File: src/cdq_pkg.sv
// ----------------------------------------------------------------------------
// Circular deque package
// Shared widths, reset values and action codes for the deque block.
// ----------------------------------------------------------------------------
`default_nettype none

package cdq_pkg;

  // Width of one stored value and of the front and back result values.
  localparam int unsigned DataW = 32;

  // Width of the capacity register and of the entry count.
  localparam int unsigned CfgW = 5;

  // Width of the action code.
  localparam int unsigned ActW = 3;

  // Capacity after reset.
  localparam logic [CfgW-1:0] CapReset = 5'd16;

  // Value reported at the front and back of an empty deque.
  localparam logic [DataW-1:0] EmptyValue = '1;

  // Action codes; the codes above the no-operation code act as no-operation.
  typedef enum logic [ActW-1:0] {
    ActPushFront = 3'd0,
    ActPushBack  = 3'd1,
    ActPopFront  = 3'd2,
    ActPopBack   = 3'd3,
    ActNop       = 3'd4
  } action_e;

endpackage

`default_nettype wire

File: src/cdq_ring_mem.sv
// ----------------------------------------------------------------------------
// Circular deque ring memory
// Ring store with one write port and two registered read ports, one for the
// front entry and one for the back entry.
// ----------------------------------------------------------------------------
`default_nettype none

module cdq_ring_mem
  import cdq_pkg::*;
#(
  parameter int unsigned DEPTH = 16,
  localparam int unsigned IW = (DEPTH > 1) ? $clog2(DEPTH) : 1
) (
  input  wire logic             clk_i,
  input  wire logic             we_i,
  input  wire logic [IW-1:0]    waddr_i,
  input  wire logic [DataW-1:0] wdata_i,
  input  wire logic [IW-1:0]    front_addr_i,
  input  wire logic [IW-1:0]    back_addr_i,
  output logic      [DataW-1:0] front_data_o,
  output logic      [DataW-1:0] back_data_o
);

  logic [DataW-1:0] mem [DEPTH];

  // Write port.
  always_ff @(posedge clk_i) begin
    if (we_i) begin
      mem[waddr_i] <= wdata_i;
    end
  end

  // Two registered read ports.
  always_ff @(posedge clk_i) begin
    front_data_o <= mem[front_addr_i];
    back_data_o  <= mem[back_addr_i];
  end

endmodule

`default_nettype wire

File: src/cdq_ctrl.sv
// ----------------------------------------------------------------------------
// Circular deque control
// Holds the capacity register, head and tail indices and the entry count,
// writes pushed values into the ring memory and sequences the read of the
// front and back entries for each result.
// ----------------------------------------------------------------------------
`default_nettype none

module cdq_ctrl
  import cdq_pkg::*;
#(
  parameter int unsigned DEPTH = 16,
  localparam int unsigned IW = (DEPTH > 1) ? $clog2(DEPTH) : 1
) (
  input  wire logic             clk_i,
  input  wire logic             rst_ni,
  // Command side
  input  wire logic             start,
  output logic                  busy,
  input  wire logic [ActW-1:0]  action_i,
  input  wire logic [DataW-1:0] item_value_i,
  // Configuration side
  input  wire logic             cfg_valid_i,
  output logic                  cfg_ready_o,
  input  wire logic [CfgW-1:0]  cfg_data_i,
  // Ring memory side
  output logic                  mem_we_o,
  output logic      [IW-1:0]    mem_waddr_o,
  output logic      [DataW-1:0] mem_wdata_o,
  output logic      [IW-1:0]    front_addr_o,
  output logic      [IW-1:0]    back_addr_o,
  // Result side
  output logic                  done_o,
  output logic                  accepted_o,
  output logic                  is_empty_o,
  output logic                  is_full_o
);

  localparam int unsigned CmpW = ((IW > CfgW) ? IW : CfgW) + 1;
  localparam logic [31:0] DepthU = 32'(DEPTH);

  typedef enum logic [1:0] {
    StIdle,
    StRead,
    StResp
  } state_e;

  state_e          state_q;
  logic [CfgW-1:0] cap_q;
  logic [IW-1:0]   head_q, head_d;
  logic [IW-1:0]   tail_q, tail_d;
  logic [CfgW-1:0] count_q, count_d;
  logic            acc_q, acc_d;
  logic [CfgW-1:0] cap;
  logic [IW-1:0]   cap_m1;
  logic            full;
  logic            empty;
  logic            take;
  logic            cfg_write;

  // Step an index forward, wrapping at the capacity in use.
  function automatic logic [IW-1:0] idx_inc(input logic [IW-1:0] i,
                                            input logic [CfgW-1:0] c);
    logic [CmpW-1:0] nxt;
    nxt = CmpW'(i) + CmpW'(1);
    return (nxt >= CmpW'(c)) ? '0 : IW'(nxt);
  endfunction

  // Step an index back, wrapping to the last slot in use.
  function automatic logic [IW-1:0] idx_dec(input logic [IW-1:0] i,
                                            input logic [IW-1:0] last);
    return (i == '0) ? last : i - IW'(1);
  endfunction

  // Effective capacity, clamped to one up to the ring depth.
  always_comb begin
    if (cap_q == '0) begin
      cap = CfgW'(1);
    end else if (32'(cap_q) > DepthU) begin
      cap = CfgW'(DEPTH);
    end else begin
      cap = cap_q;
    end
  end

  assign cap_m1    = IW'(cap - CfgW'(1));
  assign full      = (count_q >= cap);
  assign empty     = (count_q == '0);
  assign busy      = (state_q != StIdle);
  assign take      = start && !busy;
  // The capacity is only written while idle and no command is offered.
  assign cfg_ready_o = !busy && !start;
  assign cfg_write = cfg_valid_i && cfg_ready_o;

  // Decode the action and work out the next indices, count and store write.
  always_comb begin
    head_d      = head_q;
    tail_d      = tail_q;
    count_d     = count_q;
    acc_d       = 1'b0;
    mem_we_o    = 1'b0;
    mem_waddr_o = tail_q;
    mem_wdata_o = item_value_i;
    unique case (action_i)
      ActPushFront: begin
        if (!full) begin
          head_d      = idx_dec(head_q, cap_m1);
          mem_waddr_o = head_d;
          mem_we_o    = take;
          count_d     = count_q + CfgW'(1);
          acc_d       = 1'b1;
        end
      end
      ActPushBack: begin
        if (!full) begin
          mem_waddr_o = tail_q;
          mem_we_o    = take;
          tail_d      = idx_inc(tail_q, cap);
          count_d     = count_q + CfgW'(1);
          acc_d       = 1'b1;
        end
      end
      ActPopFront: begin
        if (!empty) begin
          head_d  = idx_inc(head_q, cap);
          count_d = count_q - CfgW'(1);
          acc_d   = 1'b1;
        end
      end
      ActPopBack: begin
        if (!empty) begin
          tail_d  = idx_dec(tail_q, cap_m1);
          count_d = count_q - CfgW'(1);
          acc_d   = 1'b1;
        end
      end
      default: begin
        acc_d = 1'b0;
      end
    endcase
  end

  // Read addresses of the front entry and of the entry before the tail.
  assign front_addr_o = head_q;
  assign back_addr_o  = idx_dec(tail_q, cap_m1);

  // State, indices, count, capacity and the registered accept flag.
  always_ff @(posedge clk_i or negedge rst_ni) begin
    if (!rst_ni) begin
      state_q <= StIdle;
      cap_q   <= CapReset;
      head_q  <= '0;
      tail_q  <= '0;
      count_q <= '0;
      acc_q   <= 1'b0;
    end else begin
      unique case (state_q)
        StIdle: begin
          if (cfg_write) begin
            cap_q   <= cfg_data_i;
            head_q  <= '0;
            tail_q  <= '0;
            count_q <= '0;
          end else if (take) begin
            state_q <= StRead;
            head_q  <= head_d;
            tail_q  <= tail_d;
            count_q <= count_d;
            acc_q   <= acc_d;
          end
        end
        StRead: begin
          state_q <= StResp;
        end
        StResp: begin
          state_q <= StIdle;
        end
        default: begin
          state_q <= StIdle;
        end
      endcase
    end
  end

  assign done_o     = (state_q == StResp);
  assign accepted_o = acc_q;
  assign is_empty_o = empty;
  assign is_full_o  = (count_q == cap);

endmodule

`default_nettype wire

File: src/circular_deque_top.sv
// A taken command runs via StRead to StResp, where done_o strobes the result beat.
// No new command is taken while busy; a taken command writes the ring memory,
// the next cycle reads the front and back entries through its registered read ports.
// busy is high from the cycle after the command until the result beat has been shown.
// Reset clears the indices and the count and sets the capacity to 16; memory is kept.
// ----------------------------------------------------------------------------
// Circular deque top level
// Double-ended queue in a ring memory with a programmable capacity in use.
// ----------------------------------------------------------------------------
`default_nettype none

module circular_deque_top
  import cdq_pkg::*;
#(
  parameter int unsigned DEPTH = 16
) (
  input  wire logic             clk_i,
  input  wire logic             rst_ni,
  // Command channel
  input  wire logic             start,
  output logic                  busy,
  input  wire logic [ActW-1:0]  action_i,
  input  wire logic [DataW-1:0] item_value_i,
  // Configuration channel
  input  wire logic             cfg_valid_i,
  output logic                  cfg_ready_o,
  input  wire logic [CfgW-1:0]  cfg_data_i,
  // Result channel
  output logic                  done_o,
  output logic                  accepted_o,
  output logic      [DataW-1:0] front_value_o,
  output logic      [DataW-1:0] back_value_o,
  output logic                  is_empty_o,
  output logic                  is_full_o
);

  localparam int unsigned IW = (DEPTH > 1) ? $clog2(DEPTH) : 1;

  logic             mem_we;
  logic [IW-1:0]    mem_waddr;
  logic [DataW-1:0] mem_wdata;
  logic [IW-1:0]    front_addr;
  logic [IW-1:0]    back_addr;
  logic [DataW-1:0] front_data;
  logic [DataW-1:0] back_data;
  logic             empty;

  cdq_ctrl #(
    .DEPTH(DEPTH)
  ) u_ctrl (
    .clk_i        (clk_i),
    .rst_ni       (rst_ni),
    .start        (start),
    .busy         (busy),
    .action_i     (action_i),
    .item_value_i (item_value_i),
    .cfg_valid_i  (cfg_valid_i),
    .cfg_ready_o  (cfg_ready_o),
    .cfg_data_i   (cfg_data_i),
    .mem_we_o     (mem_we),
    .mem_waddr_o  (mem_waddr),
    .mem_wdata_o  (mem_wdata),
    .front_addr_o (front_addr),
    .back_addr_o  (back_addr),
    .done_o       (done_o),
    .accepted_o   (accepted_o),
    .is_empty_o   (empty),
    .is_full_o    (is_full_o)
  );

  cdq_ring_mem #(
    .DEPTH(DEPTH)
  ) u_ring_mem (
    .clk_i        (clk_i),
    .we_i         (mem_we),
    .waddr_i      (mem_waddr),
    .wdata_i      (mem_wdata),
    .front_addr_i (front_addr),
    .back_addr_i  (back_addr),
    .front_data_o (front_data),
    .back_data_o  (back_data)
  );

  // An empty deque reports minus one at both ends.
  assign is_empty_o    = empty;
  assign front_value_o = empty ? EmptyValue : front_data;
  assign back_value_o  = empty ? EmptyValue : back_data;

endmodule

`default_nettype wire

File: config.mk
export PLATFORM = sky130hd
export DESIGN_NAME = circular_deque_top
export DESIGN_NICKNAME = d
export VERILOG_FILES = /design/src/cdq_pkg.sv /design/src/cdq_ring_mem.sv /design/src/cdq_ctrl.sv /design/src/circular_deque_top.sv
export SDC_FILE = /design/constraint.sdc
export NUM_CORES = 1
export LEC_CHECK = 0
export ABC_AREA = 0
export BUFFER_PORTS_ARGS = -buffer_cell sky130_fd_sc_hd__buf_2
export CORE_UTILIZATION = 60
export CTS_BUF_LIST = sky130_fd_sc_hd__clkbuf_16
export DETAILED_ROUTE_END_ITERATION = 6
export PLACE_DENSITY_LB_ADDON = 0.12
export SETUP_SLACK_MARGIN = 0.15
export SYNTH_ARGS = -nofsm -noshare
export SYNTH_HDL_FRONTEND = slang
export SYNTH_SLANG_ARGS = --single-unit
File: constraint.sdc
create_clock -name clk_i -period 11.6 [get_ports clk_i]
set_input_delay 2.32 -clock clk_i [delete_from_list [all_inputs] [get_ports clk_i]]
set_output_delay 2.32 -clock clk_i [all_outputs]
set_load 0.03 [all_outputs]
Word level (Yosys, flattened, before mapping)

Memory sizes are Yosys's and may differ from the RTL's. A register that Yosys moved wholly into a read port is not among the register bits.
Index checks and enable logic that the tools add are counted.

Add/subtract/negate cells: 7
Magnitude comparators: 4
Equality and inequality tests: 14
Muxes and demuxes: 35
Bitwise gates (word level): 1
Reduce and logical (&&, ||, !) cells: 24

Operators with widths:

| operator              | count |
|---|---|
| $mux W32              | 2 |
| $mux W4               | 14 |
| $mux W5               | 6 |
| $pmux W4 S2           | 2 |
| $ge A5 B5 Y1          | 3 |
| $reduce_and A5 Y1     | 3 |
| $sub A4 B1 Y4 const B | 3 |
| $add A4 B1 Y5 const B | 2 |
| $logic_not A5 Y1      | 2 |
| $pmux W5 S2           | 1 |
| $ne A3 B2 Y1 const B  | 3 |
| $ne A3 B3 Y1 const B  | 3 |
| $reduce_bool A3 Y1    | 3 |
| $logic_not A4 Y1      | 2 |
| $eq A3 B2 Y1 const B  | 2 |
| $mux W1               | 6 |
| $add A5 B1 Y5 const B | 1 |
| $eq A5 B5 Y1          | 1 |
| $gt A5 B5 Y1 const B  | 1 |
| $sub A5 B1 Y5 const B | 1 |
| $mux W2               | 2 |
| $pmux W2 S2           | 1 |
| $reduce_and A2 Y1     | 2 |
| $reduce_bool A2 Y1    | 2 |
| other kinds (13)      | 17 |

Register bits after elaboration: 21
Bits in writable memories: 512
Input bits: 44
Output and inout port bits: 70
Memories: 1

Memory list:

| name           | depth | width | read ports | clocked after memory_dff | write ports | RTL line           | source |
|---|---|---|---|---|---|---|---|
| u_ring_mem.mem | 16    | 32    | 2          | 2                        | 1           | cdq_ring_mem.sv:24 | `logic [DataW-1:0] mem [DEPTH];` |

Logic depth before layout (Yosys ltp)

Depth after elaboration: 9
Gate-level depth with buffers: 13
Gate-level depth less buffers: 10

Modules after synthesis

From an unflattened synthesis, not the netlist that was laid out.

Cell total of the unflattened synthesis: 1471
Area, all modules: 26887.0 µm²

Modules (own cells, without submodules):

| module             | times used | cells an instance | area an instance (µm²) | sequential area each (µm²) |
|---|---|---|---|---|
| cdq_ring_mem       | 1          | 1141              | 24203.2                | 16656.0 |
| cdq_ctrl           | 1          | 259               | 2204.6                 | 526.8 |
| circular_deque_top | 1          | 71                | 479.2                  | 0.0 |

Worst setup path before layout

No wires, ideal clock.

Path type: input to register
Start: in action_i[1]
End: mem u_ring_mem.mem[0][0] (enable)
Setup time: 0.461 ns
Data arrival time: 5.675 ns
Required time: 11.139 ns
Path slack: 5.464 ns
Cell stages on the path: 6
Path buffers: 0
Cell sequence: a2111o_1 > nor2_1 > inv_1 > a2111oi_0 > a31oi_1 > nor3_1

Cells in the longest elaborated chain, start to end: 5
Elaborated cells on any way between the ends: 7

RTL lines:

| item                                                    | RTL line                 | source |
|---|---|---|
| from (decl)                                             | circular_deque_top.sv:22 | `input wire logic [ActW-1:0] action_i,` |
| $eq A3 B1 Y1 / $logic_not A3 Y1 (equally long branches) | cdq_ctrl.sv:104          | `unique case (action_i)` |
| $reduce_or A2 Y1 (no line)                              | n/a                      |  |
| $mux W1                                                 | n/a                      |  |
| $mux W1                                                 | cdq_ring_mem.sv:28       | `if (we_i) begin` |
| $mux W1 (not written as such)                           | cdq_ring_mem.sv:29       | `mem[waddr_i] <= wdata_i;` |
| to (decl)                                               | cdq_ring_mem.sv:24       |  |

Parallel ways exist; a longest one is shown, timed or not.

Final worst setup path

Start: reg u_ctrl.count_q[1]
End: out front_value_o[0]

Cells in the longest elaborated chain, start to end: 2

RTL lines:

| item                   | RTL line                 | source |
|---|---|---|
| from (decl)            | cdq_ctrl.sv:52           | `logic [CfgW-1:0] count_q, count_d;` |
| from (signal assigned) | cdq_ctrl.sv:168          | `count_q <= count_d;` |
| $logic_not A5 Y1       | cdq_ctrl.sv:88           | `assign empty = (count_q == '0);` |
| $mux W32               | circular_deque_top.sv:86 | `assign front_value_o = empty ? EmptyValue : front_data;` |
| to (decl)              | circular_deque_top.sv:31 | `output logic [DataW-1:0] front_value_o,` |

Every way passes these cells.

==> impl_metrics.env <==
export IMPL_grt_ovfl_total=0
export IMPL_worstPathRequired_ns=9.28
export IMPL_slowest_delay_ns=0.60
export IMPL_irDropWorstVdd_v=0.000290
export IMPL_critPathTopFamily="simple AND/OR/NAND/NOR gates"
export IMPL_syn_cell_area_sq_um=28100
export IMPL_finalCritPeriodShare_pct=47.2
export IMPL_path_clk_slew_ns=0.06
export IMPL_grt_max_degree=135
export IMPL_avgSynthCellArea_sq_um=15.9
export IMPL_cts_buffers=59
export IMPL_met1_length_um=28000
export IMPL_wl_met2_um=33100
export IMPL_worst_path_buf_inv=2
export IMPL_grt_usage_pct=29.5
export IMPL_design_area_sq_um=31200
export IMPL_final_setup_worst_slack_ns=6.13
export IMPL_top_layer="met5"
export IMPL_yosys_area_share_adder_pct=1.09
export IMPL_ys_async_sr_fraction_pct=3.52
export IMPL_drc=0
export IMPL_area_growth_pct=10.9
export IMPL_hold_viol_final=0
export IMPL_routedWlPerCell_um=27.7
export IMPL_via_per_inst=6.84
export IMPL_place_area_sq_um=29200
export IMPL_synth_nets=1831
export IMPL_drv_cap=0
export IMPL_grt_setup_unrepaired="false"
export IMPL_first_pass_iters=5
export IMPL_cts_root_buf="clkbuf_16"
export IMPL_final_cell_mix="512 x edfxtp_1, 165 x mux2i_1, 160 x mux4_2"
export IMPL_leakage_uw=0.0111
export IMPL_post_cts_buffers=0
export IMPL_synth_edf_count=512
export IMPL_die_h_um=218
export IMPL_cp_arrival_ns=3.15
export IMPL_antenna_found_initial=3
export IMPL_hpwl_um=38300
export IMPL_cp_end_kind="primary output"
export IMPL_globalplace_congestion=0.834
export IMPL_die_area_sq_um=47700
export IMPL_io_buffers=113
export IMPL_coreArea_sq_um=45800
export IMPL_synth_compound_area_share_pct=6.27
export IMPL_clock_sinks=597
export IMPL_cellPowerDensity_nw_per_um2=300
export IMPL_slew_headroom_pct=19.0
export IMPL_ys_flop_type="edfxtp_1"
export IMPL_seq_area_frac_synth_pct=61.1
export IMPL_ctsHoldBuffers=0
export IMPL_fin_skew_ns=0.0179
export IMPL_min_period_ns=5.47
export IMPL_setup_violations=0
export IMPL_vias=17049
export IMPL_drv_slew=0
export IMPL_cts_htree_levels=2
export IMPL_synth_top_family_by_area="multiplexers"
export IMPL_ioPinCount=114
export IMPL_fmax_ghz=0.183
export IMPL_cts_resized=0
export IMPL_worstPathCellList="or4_1, nor2_4, buf_4, or2_2, buf_2"
export IMPL_initial_core_util_pct=61.4
export IMPL_hold_class="flop to flop"
export IMPL_final_layout_size_suffix_gt1_share_pct=29.4
export IMPL_synth_simple_area_share_pct=7.45
export IMPL_cts_max_path_buffers=3
export IMPL_dp_slack_ns=6.49
export IMPL_synth_xor_area_share_pct=0.249
export IMPL_final_common_cell="edfxtp_1"
export IMPL_clock_latency_ns=0.62
export IMPL_ys_warn_count=0
export IMPL_syn_inst=1763
export IMPL_tightest_slew_ns=1.21
export IMPL_met3_length_um=5720
export IMPL_totalWireLength_um=69100
export IMPL_muxShareOfSynthArea_pct=21.1
export IMPL_drtAntennaViolNets=0
export IMPL_cp_start_kind="flop"
export IMPL_ys_ff_latch=597
export IMPL_crit_slowest_cell="nor2_4"
export IMPL_worstSetupPathType="flop to primary output"
export IMPL_status="finished clean"
export IMPL_rows=78
export IMPL_n_fill_cell=3020
export IMPL_grt_pass1_vias=17040
export IMPL_die_x_um=218
export IMPL_cts_tree="done"
export IMPL_crit_fanout=38
export IMPL_synth_distinct_cells=79
export IMPL_grt_pass1_wl_um=104000
export IMPL_hold_ws_ns=0.460
export IMPL_drtIter0Drc=1914
export IMPL_fin_setup_tns_ns=0
export IMPL_nets=1909
==> where the power goes <==
group	leakage [uW]	internal (uW)	switching (uW)
logic	0.00469	1910	2810
clock network	0.00103	1160	818
registers	0.00541	2520	120
total	0.0111	5590	3750
==> flip-flops by register name, summed over array words and instances, names as in the netlist <==
signal,count
u_ctrl.count_q,5
u_ctrl.cap_q,5
u_ctrl.front_addr_o,4
u_ctrl.tail_q,4
u_ctrl.accepted_o,1
u_ctrl.state_q,2
u_ring_mem.back_data_o,32
u_ring_mem.front_data_o,32
u_ring_mem.mem,512
==> final timing paths <==
kind / to / from / slack, ns / cells past startpoint
worst max-delay path: front_value_o[0] / u_ctrl.count_q[1] / 6.13 / 5
worst min-delay path: u_ctrl.state_q[1] / u_ctrl.state_q[1] / 0.46 / 1
worst max register to register: u_ring_mem.back_data_o[1] / u_ctrl.tail_q[0] / 6.67 / 9
worst min register to register: u_ctrl.state_q[1] / u_ctrl.state_q[1] / 0.46 / 1
max in group asynchronous: u_ctrl.front_addr_o[1] / rst_ni / 9.58 / 1
min in group asynchronous: u_ctrl.accepted_o / rst_ni / 1.65 / 1
==> cells in the mapped netlist, types with 12 or more instances <==
master,count,area share (%)
edfxtp_1,512,55
mux2i_1,165,5.9
mux4_2,160,13
nand2_1,110,1.5
and3_1,93,2.1
clkbuf_1,64,0.85
dfxtp_1,64,4.6
mux2_2,60,2.4
o221ai_1,56,1.7
or2_2,54,1.2
and2_1,35,0.78
a211o_1,32,1.0
o311ai_1,28,0.87
buf_2,25,0.45
ha_1,23,1.0
dfrtp_1,20,1.8
nor3_1,19,0.34
inv_1,18,0.24
nor2_1,17,0.23
buf_1,16,0.21
buf_6,15,0.60
a21oi_1,14,0.25
buf_4,12,0.32
==> worst reg2reg max path, cell delays in order (launching register included) <==
cell and delay (ns):
dfrtp_1 0.65, inv_1 0.19, ha_1 0.36, or3b_1 0.43
nand2_4 0.52, nand2_8 1.03, buf_4 0.79, mux2_2 0.42
o221ai_1 0.17, o221ai_1 0.18
==> area by class of cell <==
class	count	area, sq um	share of cell area (%)
antenna	2	5.00	0.0161
clock buffer	60	1500	4.82
clock inverter	52	515	1.65
inverter	20	75.1	0.241
multi-input combinational	1013	10300	33.0
sequential	597	17200	55.1
tap	600	751	2.41
timing repair buffer	150	843	2.70
==> cells by family after synthesis <==
group | after synthesis
buf+inv | 153
simple gates | 382
xor+xnor | 8
flops | 597
mux | 385
compound gates | 214
fa+ha+maj | 24
==> metrics by stage <==
stage | total power (uW) | instances | utilization, %
2_1_floorplan | 6200 | 1763 | -
3_3_place_gp | 7310 | 2380 | 63.7
3_5_place_dp | 7370 | 2380 | 63.7
4_1_cts | 9360 | 2492 | 68.1
5_1_grt | 9740 | 2494 | 68.1
6_report | 9340 | 2494 | 68.1
==> routing by layer <==
layer  vias up  global-route usage (%)
met5         -                       0
met4         2                    11.6
met3       142                    5.15
met2       856                    46.6
met1      8772                    41.2
li1       7277                       -
Note: power is estimated with default switching activity, not from simulation.
